`config.mk`:
```
export PLATFORM = sky130hd
export DESIGN_NAME = voxel_ray_traversal_3d_top_flat
export DESIGN_NICKNAME = d
export VERILOG_FILES = /design/src/rtl/vrt_pkg.sv /design/src/rtl/vrt_ifs.sv /design/src/rtl/vrt_div.sv /design/src/rtl/voxel_ray_traversal_3d_top.sv /design/src/flat_wrapper.sv
export SDC_FILE = /design/constraint.sdc
export NUM_CORES = 2
export LEC_CHECK = 0
export ABC_AREA = 0
export BUFFER_PORTS_ARGS = -buffer_cell sky130_fd_sc_hd__buf_4
export CORE_MARGIN = 1
export CORE_UTILIZATION = 35
export DETAILED_ROUTE_END_ITERATION = 8
export SKIP_LAST_GASP = 1
export SLEW_MARGIN = 20
export SYNTH_ARGS = -nofsm -noshare
export SYNTH_HDL_FRONTEND = slang
export SYNTH_SLANG_ARGS = --single-unit
```
`constraint.sdc`:
```
create_clock -name clk -period 22.3 [get_ports clk]
set_clock_uncertainty 0.2 [all_clocks]
set_input_delay 4.46 -clock clk [delete_from_list [all_inputs] [get_ports clk]]
set_output_delay 4.46 -clock clk [all_outputs]
set_load 0.05 [all_outputs]
```
`src/rtl/vrt_pkg.sv`:
```
`default_nettype none
// ----------------------------------------------------------------------------
// vrt_pkg: shared definitions for the voxel ray traversal block
// Field widths and fixed constants used by the interfaces and the modules.
// ----------------------------------------------------------------------------
package vrt_pkg;

  localparam int COORD_W   = 32;  // coordinate and voxel index width
  localparam int SIZE_W    = 25;  // voxel edge length width
  localparam int DIVISOR_W = 32;  // divider divisor and remainder width

  localparam logic [SIZE_W-1:0] SIZE_RESET = SIZE_W'(256);

endpackage
`default_nettype wire

```
`src/rtl/vrt_ifs.sv`:
```
`default_nettype none
// ----------------------------------------------------------------------------
// vrt_ifs: channel interfaces of the voxel ray traversal block
// The ray channel carries start and end points; the voxel channel carries
// one visited voxel per transaction.
// ----------------------------------------------------------------------------
interface vrt_ray_if import vrt_pkg::*; ();
  logic                      valid;
  logic                      ready;
  logic signed [COORD_W-1:0] start_x;
  logic signed [COORD_W-1:0] start_y;
  logic signed [COORD_W-1:0] start_z;
  logic signed [COORD_W-1:0] end_x;
  logic signed [COORD_W-1:0] end_y;
  logic signed [COORD_W-1:0] end_z;

  modport source (output valid, start_x, start_y, start_z, end_x, end_y, end_z,
                  input ready);
  modport sink (input valid, start_x, start_y, start_z, end_x, end_y, end_z,
                output ready);
endinterface

interface vrt_vox_if import vrt_pkg::*; ();
  logic                      valid;
  logic                      ready;
  logic signed [COORD_W-1:0] voxel_x;
  logic signed [COORD_W-1:0] voxel_y;
  logic signed [COORD_W-1:0] voxel_z;
  logic                      is_end_voxel;
  logic                      truncated;
  logic                      last;

  modport source (output valid, voxel_x, voxel_y, voxel_z, is_end_voxel, truncated, last,
                  input ready);
  modport sink (input valid, voxel_x, voxel_y, voxel_z, is_end_voxel, truncated, last,
                output ready);
endinterface
`default_nettype wire

```
`src/rtl/vrt_div.sv`:
```
`default_nettype none
// ----------------------------------------------------------------------------
// vrt_div: shared restoring divider
// Unsigned long division, one quotient bit per cycle, with remainder.
// ----------------------------------------------------------------------------
module vrt_div import vrt_pkg::*; #(
  parameter int DVD_W = 55
) (
  input  wire                  clk,
  input  wire                  rst,
  input  wire                  start,
  input  wire [DVD_W-1:0]      dividend,
  input  wire [DIVISOR_W-1:0]  divisor,
  output logic                 done,
  output logic [DVD_W-1:0]     quotient,
  output logic [DIVISOR_W-1:0] remainder
);

  localparam int CNT_W = $clog2(DVD_W);

  logic                 busy;
  logic [CNT_W-1:0]     cnt;
  logic [DVD_W-1:0]     dvd;
  logic [DIVISOR_W-1:0] rem;
  logic [DIVISOR_W-1:0] dvs;

  logic [DIVISOR_W:0]   trial;
  logic                 ge;
  logic [DIVISOR_W:0]   diff;

  assign trial = {rem, dvd[DVD_W-1]};
  assign ge    = trial >= {1'b0, dvs};
  assign diff  = trial - {1'b0, dvs};

  always_ff @(posedge clk) begin
    if (rst) begin
      busy <= 1'b0;
      done <= 1'b0;
    end else begin
      done <= 1'b0;
      if (start) begin
        busy <= 1'b1;
        cnt  <= '0;
        dvd  <= dividend;
        rem  <= '0;
        dvs  <= divisor;
      end else if (busy) begin
        dvd <= {dvd[DVD_W-2:0], ge};
        rem <= ge ? diff[DIVISOR_W-1:0] : trial[DIVISOR_W-1:0];
        cnt <= cnt + 1'b1;
        if (cnt == CNT_W'(DVD_W-1)) begin
          busy <= 1'b0;
          done <= 1'b1;
        end
      end
    end
  end

  assign quotient  = dvd;
  assign remainder = rem;

endmodule
`default_nettype wire

```
`src/rtl/voxel_ray_traversal_3d_top.sv`:
```
`default_nettype none
// Operation: set-up runs twelve divisions on one shared divider, then the walk
//   emits one voxel per cycle while the output is taken, up to MAX_VOXELS results.
// Throughput: one ray at a time; the next ray is accepted once the end voxel
//   has been loaded into the output register.
// Reset: synchronous, active high; the voxel edge length returns to 256.
// ----------------------------------------------------------------------------
// voxel_ray_traversal_3d_top: 3D DDA voxel ray traversal
// Walks the voxels crossed by a ray from start to end and emits each index,
// followed by the end voxel flagged as last.
// ----------------------------------------------------------------------------
module voxel_ray_traversal_3d_top import vrt_pkg::*; #(
  parameter int MAX_VOXELS  = 64,
  parameter int T_FRAC_BITS = 30
) (
  input  wire              clk,
  input  wire              rst,
  input  wire              cfg_wr_en,
  input  wire [SIZE_W-1:0] cfg_wr_data,
  vrt_ray_if.sink          ray,
  vrt_vox_if.source        vox
);

  // Crossing parameters are unsigned with two integer bits. The all-ones code
  // stands for infinity and is what an axis of zero length carries.
  localparam int TW    = T_FRAC_BITS + 2;
  localparam int DW    = SIZE_W + T_FRAC_BITS;
  localparam int CNT_W = $clog2(MAX_VOXELS);
  localparam logic [TW-1:0] T_ONE = TW'(1) << T_FRAC_BITS;
  localparam logic [TW-1:0] T_SAT = '1;

  typedef enum logic [1:0] {S_IDLE, S_ISSUE, S_WAIT, S_WALK} state_t;
  // The four divisions run per axis, in this order.
  typedef enum logic [1:0] {K_FLOOR_S, K_FLOOR_E, K_TDEL, K_TMAX} op_t;

  state_t state;
  op_t    kind;
  logic [1:0] axis;

  logic [SIZE_W-1:0]         size_r;
  logic signed [COORD_W-1:0] s    [3];
  logic signed [COORD_W-1:0] e    [3];
  logic signed [COORD_W-1:0] cur  [3];
  logic signed [COORD_W-1:0] endc [3];
  logic [SIZE_W-1:0]         num  [3];
  logic [TW-1:0]             tdel [3];
  logic [TW-1:0]             tmax [3];
  logic [2:0]                dpos;
  logic                      sat_r;
  logic [CNT_W-1:0]          cnt;

  logic                      ov_valid;
  logic signed [COORD_W-1:0] ov_x, ov_y, ov_z;
  logic                      ov_end, ov_trunc, ov_last;

  // The voxel size register. A written zero behaves as a size of one.
  always_ff @(posedge clk) begin
    if (rst) begin
      size_r <= SIZE_RESET;
    end else if (cfg_wr_en) begin
      size_r <= (cfg_wr_data == '0) ? SIZE_W'(1) : cfg_wr_data;
    end
  end

  // Operand selection for the divider, worked out from the current axis.
  logic signed [COORD_W-1:0] sa, ea;
  logic signed [COORD_W:0]   dif;
  logic [COORD_W:0]          dif_abs;
  logic [DIVISOR_W-1:0]      ad;
  logic [COORD_W-1:0]        abs_s, abs_e;
  logic [SIZE_W-1:0]         num_sel;
  logic                      sat;
  logic [DW-1:0]             div_dvd;
  logic [DIVISOR_W-1:0]      div_dvs;
  logic                      div_start, div_done;
  logic [DW-1:0]             div_q;
  logic [DIVISOR_W-1:0]      div_r;

  assign sa      = s[axis];
  assign ea      = e[axis];
  assign dif     = {ea[COORD_W-1], ea} - {sa[COORD_W-1], sa};
  assign dif_abs = dif[COORD_W] ? ((COORD_W+1)'(0) - dif) : dif;
  assign ad      = dif_abs[DIVISOR_W-1:0];
  assign abs_s   = sa[COORD_W-1] ? (COORD_W'(0) - sa) : sa;
  assign abs_e   = ea[COORD_W-1] ? (COORD_W'(0) - ea) : ea;
  assign num_sel = (kind == K_TDEL) ? size_r : num[axis];
  // The quotient would need more than two integer bits: clamp to infinity.
  assign sat     = (dif == '0) || ({10'b0, num_sel} >= {1'b0, ad, 2'b00});

  always_comb begin
    case (kind)
      K_FLOOR_S: begin
        div_dvd = DW'(abs_s);
        div_dvs = DIVISOR_W'(size_r);
      end
      K_FLOOR_E: begin
        div_dvd = DW'(abs_e);
        div_dvs = DIVISOR_W'(size_r);
      end
      default: begin
        div_dvd = {num_sel, {T_FRAC_BITS{1'b0}}};
        div_dvs = ad;
      end
    endcase
  end

  assign div_start = (state == S_ISSUE);

  vrt_div #(
    .DVD_W(DW)
  ) u_div (
    .clk      (clk),
    .rst      (rst),
    .start    (div_start),
    .dividend (div_dvd),
    .divisor  (div_dvs),
    .done     (div_done),
    .quotient (div_q),
    .remainder(div_r)
  );

  // Floor division from the magnitude quotient: a negative operand with a
  // remainder rounds one further down, and its floor remainder is mirrored.
  logic                      fneg, rnz;
  logic [COORD_W-1:0]        q32;
  logic signed [COORD_W-1:0] fl;
  logic [SIZE_W-1:0]         rf;

  assign fneg = (kind == K_FLOOR_S) ? sa[COORD_W-1] : ea[COORD_W-1];
  assign q32  = div_q[COORD_W-1:0];
  assign rnz  = (div_r != '0);
  assign fl   = fneg ? (COORD_W'(0) - (q32 + COORD_W'(rnz))) : q32;
  assign rf   = (fneg && rnz) ? (size_r - div_r[SIZE_W-1:0]) : div_r[SIZE_W-1:0];

  // One step of the walk: the axis with the smallest crossing parameter
  // moves, ties going to the later axis.
  logic [1:0]                m;
  logic [TW-1:0]             tm;
  logic [TW:0]               tsum;
  logic [TW-1:0]             tnew;
  logic signed [COORD_W:0]   cur_new;
  logic signed [COORD_W:0]   endc_m;
  logic                      over, past_one, at_end, can_emit, cnt_full, emit;

  assign m = (tmax[0] < tmax[1] && tmax[0] < tmax[2]) ? 2'd0 :
             ((tmax[1] < tmax[2]) ? 2'd1 : 2'd2);
  assign tm       = tmax[m];
  assign past_one = tm > T_ONE;
  assign tsum     = {1'b0, tm} + {1'b0, tdel[m]};
  assign tnew     = tsum[TW] ? T_SAT : tsum[TW-1:0];
  assign cur_new  = {cur[m][COORD_W-1], cur[m]} + (dpos[m] ? (COORD_W+1)'(1) : '1);
  assign endc_m   = {endc[m][COORD_W-1], endc[m]};
  assign over     = dpos[m] ? (cur_new > endc_m) : (cur_new < endc_m);
  assign at_end   = (cur[0] == endc[0]) && (cur[1] == endc[1]) && (cur[2] == endc[2]);
  assign can_emit = !ov_valid || vox.ready;
  assign cnt_full = (cnt == CNT_W'(MAX_VOXELS-1));
  // A result is loaded into the output register in this cycle.
  assign emit     = (state == S_WALK) && can_emit;

  always_ff @(posedge clk) begin
    if (rst) begin
      state    <= S_IDLE;
      ov_valid <= 1'b0;
    end else begin
      if (emit) begin
        ov_valid <= 1'b1;
      end else if (vox.ready) begin
        ov_valid <= 1'b0;
      end
      case (state)
        S_IDLE: begin
          if (ray.valid) begin
            s[0]  <= ray.start_x;
            s[1]  <= ray.start_y;
            s[2]  <= ray.start_z;
            e[0]  <= ray.end_x;
            e[1]  <= ray.end_y;
            e[2]  <= ray.end_z;
            axis  <= 2'd0;
            kind  <= K_FLOOR_S;
            state <= S_ISSUE;
          end
        end
        S_ISSUE: begin
          sat_r <= sat;
          state <= S_WAIT;
        end
        S_WAIT: begin
          if (div_done) begin
            case (kind)
              K_FLOOR_S: begin
                cur[axis]  <= fl;
                dpos[axis] <= !dif[COORD_W] && (dif != '0);
                num[axis]  <= (!dif[COORD_W] && (dif != '0)) ? (size_r - rf) : rf;
              end
              K_FLOOR_E: endc[axis] <= fl;
              K_TDEL:    tdel[axis] <= sat_r ? T_SAT : div_q[TW-1:0];
              default:   tmax[axis] <= sat_r ? T_SAT : div_q[TW-1:0];
            endcase
            if (kind == K_TMAX) begin
              kind <= K_FLOOR_S;
              if (axis == 2'd2) begin
                cnt   <= '0;
                state <= S_WALK;
              end else begin
                axis  <= axis + 2'd1;
                state <= S_ISSUE;
              end
            end else begin
              kind  <= op_t'(kind + 2'd1);
              state <= S_ISSUE;
            end
          end
        end
        S_WALK: begin
          if (can_emit) begin
            if (at_end || cnt_full) begin
              // Final transaction: the end voxel, flagged as last.
              ov_x     <= endc[0];
              ov_y     <= endc[1];
              ov_z     <= endc[2];
              ov_end   <= 1'b1;
              ov_trunc <= !at_end;
              ov_last  <= 1'b1;
              state    <= S_IDLE;
            end else begin
              ov_x     <= cur[0];
              ov_y     <= cur[1];
              ov_z     <= cur[2];
              ov_end   <= 1'b0;
              ov_trunc <= 1'b0;
              ov_last  <= 1'b0;
              cnt      <= cnt + 1'b1;
              if (past_one || over) begin
                // Past the segment end, or beyond the end voxel: jump there.
                cur[0] <= endc[0];
                cur[1] <= endc[1];
                cur[2] <= endc[2];
              end else begin
                cur[m] <= cur_new[COORD_W-1:0];
              end
              if (!past_one) begin
                tmax[m] <= tnew;
              end
            end
          end
        end
        default: state <= S_IDLE;
      endcase
    end
  end

  assign ray.ready        = (state == S_IDLE);
  assign vox.valid        = ov_valid;
  assign vox.voxel_x      = ov_x;
  assign vox.voxel_y      = ov_y;
  assign vox.voxel_z      = ov_z;
  assign vox.is_end_voxel = ov_end;
  assign vox.truncated    = ov_trunc;
  assign vox.last         = ov_last;

  // The final transaction always carries the end voxel flag.
  a_last_is_end: assert property (@(posedge clk) disable iff (rst)
    vox.valid && vox.last |-> vox.is_end_voxel)
    else $error("last result without end voxel flag");

  // A truncated walk is only ever reported on the final transaction.
  a_trunc_last: assert property (@(posedge clk) disable iff (rst)
    vox.valid && vox.truncated |-> vox.last)
    else $error("truncated flag on a non-final result");

  // The divider is only started while no division is outstanding.
  a_div_issue: assert property (@(posedge clk) disable iff (rst)
    (state == S_ISSUE) |=> (state == S_WAIT))
    else $error("division issued twice");

  // While the output is stalled the walk position holds.
  a_walk_hold: assert property (@(posedge clk) disable iff (rst)
    (state == S_WALK) && !can_emit |=> $stable(cnt))
    else $error("walk advanced under a stalled output");

endmodule
`default_nettype wire
```
`src/flat_wrapper.sv`:
```
// flat-port wrapper written by rule: the top's interface ports become plain ports
module voxel_ray_traversal_3d_top_flat import vrt_pkg::*;
#(
  parameter int MAX_VOXELS  = 64,
  parameter int T_FRAC_BITS = 30
)
  (clk, rst, cfg_wr_en, cfg_wr_data, ray_valid, ray_start_x, ray_start_y, ray_start_z, ray_end_x, ray_end_y, ray_end_z, ray_ready, vox_valid, vox_voxel_x, vox_voxel_y, vox_voxel_z, vox_is_end_voxel, vox_truncated, vox_last, vox_ready);
  vrt_ray_if ray_i ();
  vrt_vox_if vox_i ();
  input  wire clk;
  input  wire rst;
  input  wire cfg_wr_en;
  input  wire [SIZE_W-1:0] cfg_wr_data;
  input wire logic [$bits(ray_i.valid)-1:0] ray_valid;
  input wire logic [$bits(ray_i.start_x)-1:0] ray_start_x;
  input wire logic [$bits(ray_i.start_y)-1:0] ray_start_y;
  input wire logic [$bits(ray_i.start_z)-1:0] ray_start_z;
  input wire logic [$bits(ray_i.end_x)-1:0] ray_end_x;
  input wire logic [$bits(ray_i.end_y)-1:0] ray_end_y;
  input wire logic [$bits(ray_i.end_z)-1:0] ray_end_z;
  output wire logic [$bits(ray_i.ready)-1:0] ray_ready;
  output wire logic [$bits(vox_i.valid)-1:0] vox_valid;
  output wire logic [$bits(vox_i.voxel_x)-1:0] vox_voxel_x;
  output wire logic [$bits(vox_i.voxel_y)-1:0] vox_voxel_y;
  output wire logic [$bits(vox_i.voxel_z)-1:0] vox_voxel_z;
  output wire logic [$bits(vox_i.is_end_voxel)-1:0] vox_is_end_voxel;
  output wire logic [$bits(vox_i.truncated)-1:0] vox_truncated;
  output wire logic [$bits(vox_i.last)-1:0] vox_last;
  input wire logic [$bits(vox_i.ready)-1:0] vox_ready;
  assign ray_i.valid = ray_valid;
  assign ray_i.start_x = ray_start_x;
  assign ray_i.start_y = ray_start_y;
  assign ray_i.start_z = ray_start_z;
  assign ray_i.end_x = ray_end_x;
  assign ray_i.end_y = ray_end_y;
  assign ray_i.end_z = ray_end_z;
  assign ray_ready = ray_i.ready;
  assign vox_valid = vox_i.valid;
  assign vox_voxel_x = vox_i.voxel_x;
  assign vox_voxel_y = vox_i.voxel_y;
  assign vox_voxel_z = vox_i.voxel_z;
  assign vox_is_end_voxel = vox_i.is_end_voxel;
  assign vox_truncated = vox_i.truncated;
  assign vox_last = vox_i.last;
  assign vox_i.ready = vox_ready;
  voxel_ray_traversal_3d_top #(.MAX_VOXELS(MAX_VOXELS), .T_FRAC_BITS(T_FRAC_BITS)) u_core (.clk(clk), .rst(rst), .cfg_wr_en(cfg_wr_en), .cfg_wr_data(cfg_wr_data), .ray(ray_i), .vox(vox_i));
endmodule
```
==> metrics.txt <==
area share of the largest cell type after synthesis=47.9%; Hold Crit Depth=1; FF/Latch Area=27300 sq um; Final setup viols=0; multiplexer area fraction after synthesis=6.30%; clock sink count=920; post-CTS setup buffers=0; Compound-Gate Fraction of Synth Area=15.3%; commonest non-fill, non-tap cell in the layout=edfxtp_1; CORE AREA=158000 sq um; Critical-path top delay cell=nor4_1; 1st-iter DRT viols=3381; Worst EP arrival=10.60 ns; Avg Cell Area, Syn=10.6 sq um; normalized max-slew margin=18.7%; worst hold path class=flop to flop; GRT Overall Usage=20.6%; main combinational cell family by area after synthesis=compound AO/OA/AOI/OAI gates; post-route ant nets=0; WL/cell=22.2 um; CTS Buf Count=104; final WL=171000 um; Skew-Pair Late Insertion Delay=0.73 ns; Period Utilization, post-route=46.3%; CTS root buffer=clkbuf_16; Reg-to-Reg Start=u_core.tmax[1][25]; die area=161000 sq um; Slew Viols, Final=0; pwr dens=73.1 nW/um^2; hold_buf cts=0; Post-synth EDFFs=888; area delta synth->final=15.1%; cell row count=146; clock-pin slew on the worst setup and hold paths=0.06 ns; Worst Path Required=22.58 ns; Syn Nets=5862; Initial DRT Pass Iterations=6; Mapped Cells=5265; Peak VDD IR=58.6 uV; Yosys reg bits=920; fmax=96.9 MHz; area leader, netlist=edfxtp_1; TritonCTS clock tree=built; antenna violations before repair=7; Cell Area, Synth=55700 sq um; WHS Endpoint=u_core.u_div.done; XOR/XNOR Fraction of Synth Area=5.66%; die width=401 um; most used cell along the critical path=o21a_1; Residual DRC=0; via count=41900; # port buffers=322; Distinct cells, synth=93; top_reg_cell synth=edfxtp_1; RSZ-0062 raised after global routing=false; vias per std cell=5.44; top cells by area, synth=edfxtp_1 48%, ha_1 8.3%, mux2i_1 4.2%; most frequent cells in the layout=888 x edfxtp_1, 470 x a21oi_1, 466 x nand2_1; multi-input logic area=26800 sq um; worst hold start=u_core.u_div.busy; Setup Crit Path Kind=flop to flop; CP startpoint kind=flop; post_cts resized=0; WHS=0.308 ns; deepest clock path buffer count=3; vias in the first global route=40200; Seq/Total Area, Yosys=49.0%; Yosys Warn Count=0; R2R depth=32; outcome=finished, final reports clean; detailed placer's ending HPWL=128000 um; H-tree levels=3; Post-Synth Adder-Cell Area=8.50%; fin crit period=10.32 ns; Die Ht=401 um; remaining global-route overflow=0; Power Total=4.69 mW; asr flop ratio synth=0%; CP peak stage delay=0.80 ns; initial core utilization=35.2%; largest net degree at the start of global routing=167; pre-CTS setup slack=12.11 ns; Critical Path Sink Type=flop; worst setup margin=11.98 ns; Least-Margin Pin Slew=1.21 ns; layout cells sized above 1=13.6%; reg2reg end=u_core.cur[1][21]; setup_tns=0 ns; CP Max Fanout=40; first-pass GRT wire length=253000 um; Net count, final=6139; reg2reg setup slack=11.98 ns; Max-cap violations=0; routability cong.=0.941; layout filler cell count=15200; # IOs=323; static leakage=24.9 nW; simple-gate share of the synthesized area=12.0%; Hold Vio Cnt, Final=0
metal layers:
metal,track usage [%],wire [um]
met1,28.0,75500
met2,33.8,79600
met3,2.87,10100
met4,6.67,5420
met5,0,0
worst max-delay path, delay by kind of cell (launching register included):
kind            cells  cell delay (ns)
mux                 1             0.25
compound gates     19             4.62
buf+inv             3             1.26
flops               1             0.44
xor+xnor            1             0.13
simple gates        5             1.97
fa+ha+maj           3             1.13
worst max-delay path by stage:
stage | from | end | slack [ns]
3_5_place_dp | u_core.tmax[1][25] | u_core.cur[1][21] | 12.11
2_1_floorplan | rst | u_core.tmax[2][0] | 7.57
4_1_cts | u_core.tmax[1][25] | u_core.cur[1][21] | 12.08
6_report | u_core.tmax[1][25] | u_core.cur[1][21] | 11.98
5_1_grt | u_core.tmax[1][25] | u_core.cur[1][27] | 11.40
3_3_place_gp | u_core.tmax[1][25] | u_core.cur[1][23] | 12.22
Yosys cell counts, drive strengths merged (32+ instances only):
| cell | n |
|---|---|
| edfxtp | 888 |
| a21oi | 471 |
| or2 | 54 |
| o21ai | 334 |
| mux2 | 102 |
| a221oi | 37 |
| xnor2 | 243 |
| o31ai | 50 |
| o22a | 34 |
| and2 | 33 |
| nand3 | 66 |
| nor4 | 56 |
| nand2 | 466 |
| inv | 264 |
| and3 | 49 |
| mux2i | 236 |
| a31oi | 36 |
| a211oi | 60 |
| nor2b | 81 |
| nor2 | 394 |
| nand4 | 56 |
| dfxtp | 32 |
| buf | 40 |
| o21a | 65 |
| a21o | 119 |
| clkbuf | 178 |
| ha | 369 |
| xor2 | 116 |
| nor3 | 71 |
sequential cells by signal, indices dropped and copies added (netlist names), 25 cells and up, named ones only:
signal,cells
u_core.tdel,96
u_core.e,96
u_core.vox.voxel_y,32
u_core.vox.voxel_x,32
u_core.vox.voxel_z,32
u_core.tmax,96
u_core.u_div.dvs,32
u_core.u_div.quotient,55
u_core.endc,96
u_core.size_r,25
u_core.cur,96
u_core.num,75
u_core.s,96
u_core.u_div.remainder,32
cell families after synthesis:
family | Yosys count
xor gates and xnor gates | 359
muxes | 338
buffers and inverters | 484
and+or+nand+nor | 1419
DFF | 920
adders and majority gates | 375
AOI/OAI and AO/OA | 1370
where the power goes:
part	internal, mW	switching [mW]
combinational	0.323	0.563
clock	1.04	0.733
sequential	1.98	0.0375
total	3.35	1.33
final cells by class:
class,instances,share of cell area [%]
Inverter,266,1.56
Multi-Input combinational cell,3861,41.8
Tap cell,2072,4.04
Sequential cell,920,42.6
Timing Repair Buffer,389,4.59
Clock inverter,67,1.23
Clock buffer,123,4.24
Antenna cell,1,0.00390
metrics by stage:
stage | utilization (%) | std cells | instance area [sq um]
after floorplan | - | 5265 | 55700
after global placement | 38.3 | 7508 | 60600
after detailed placement | 38.3 | 7508 | 60600
after CTS | 40.5 | 7698 | 64100
after global routing | 40.5 | 7698 | 64100
final | 40.5 | 7699 | 64100
No activity file was read; power rests on OpenSTA's default activity.
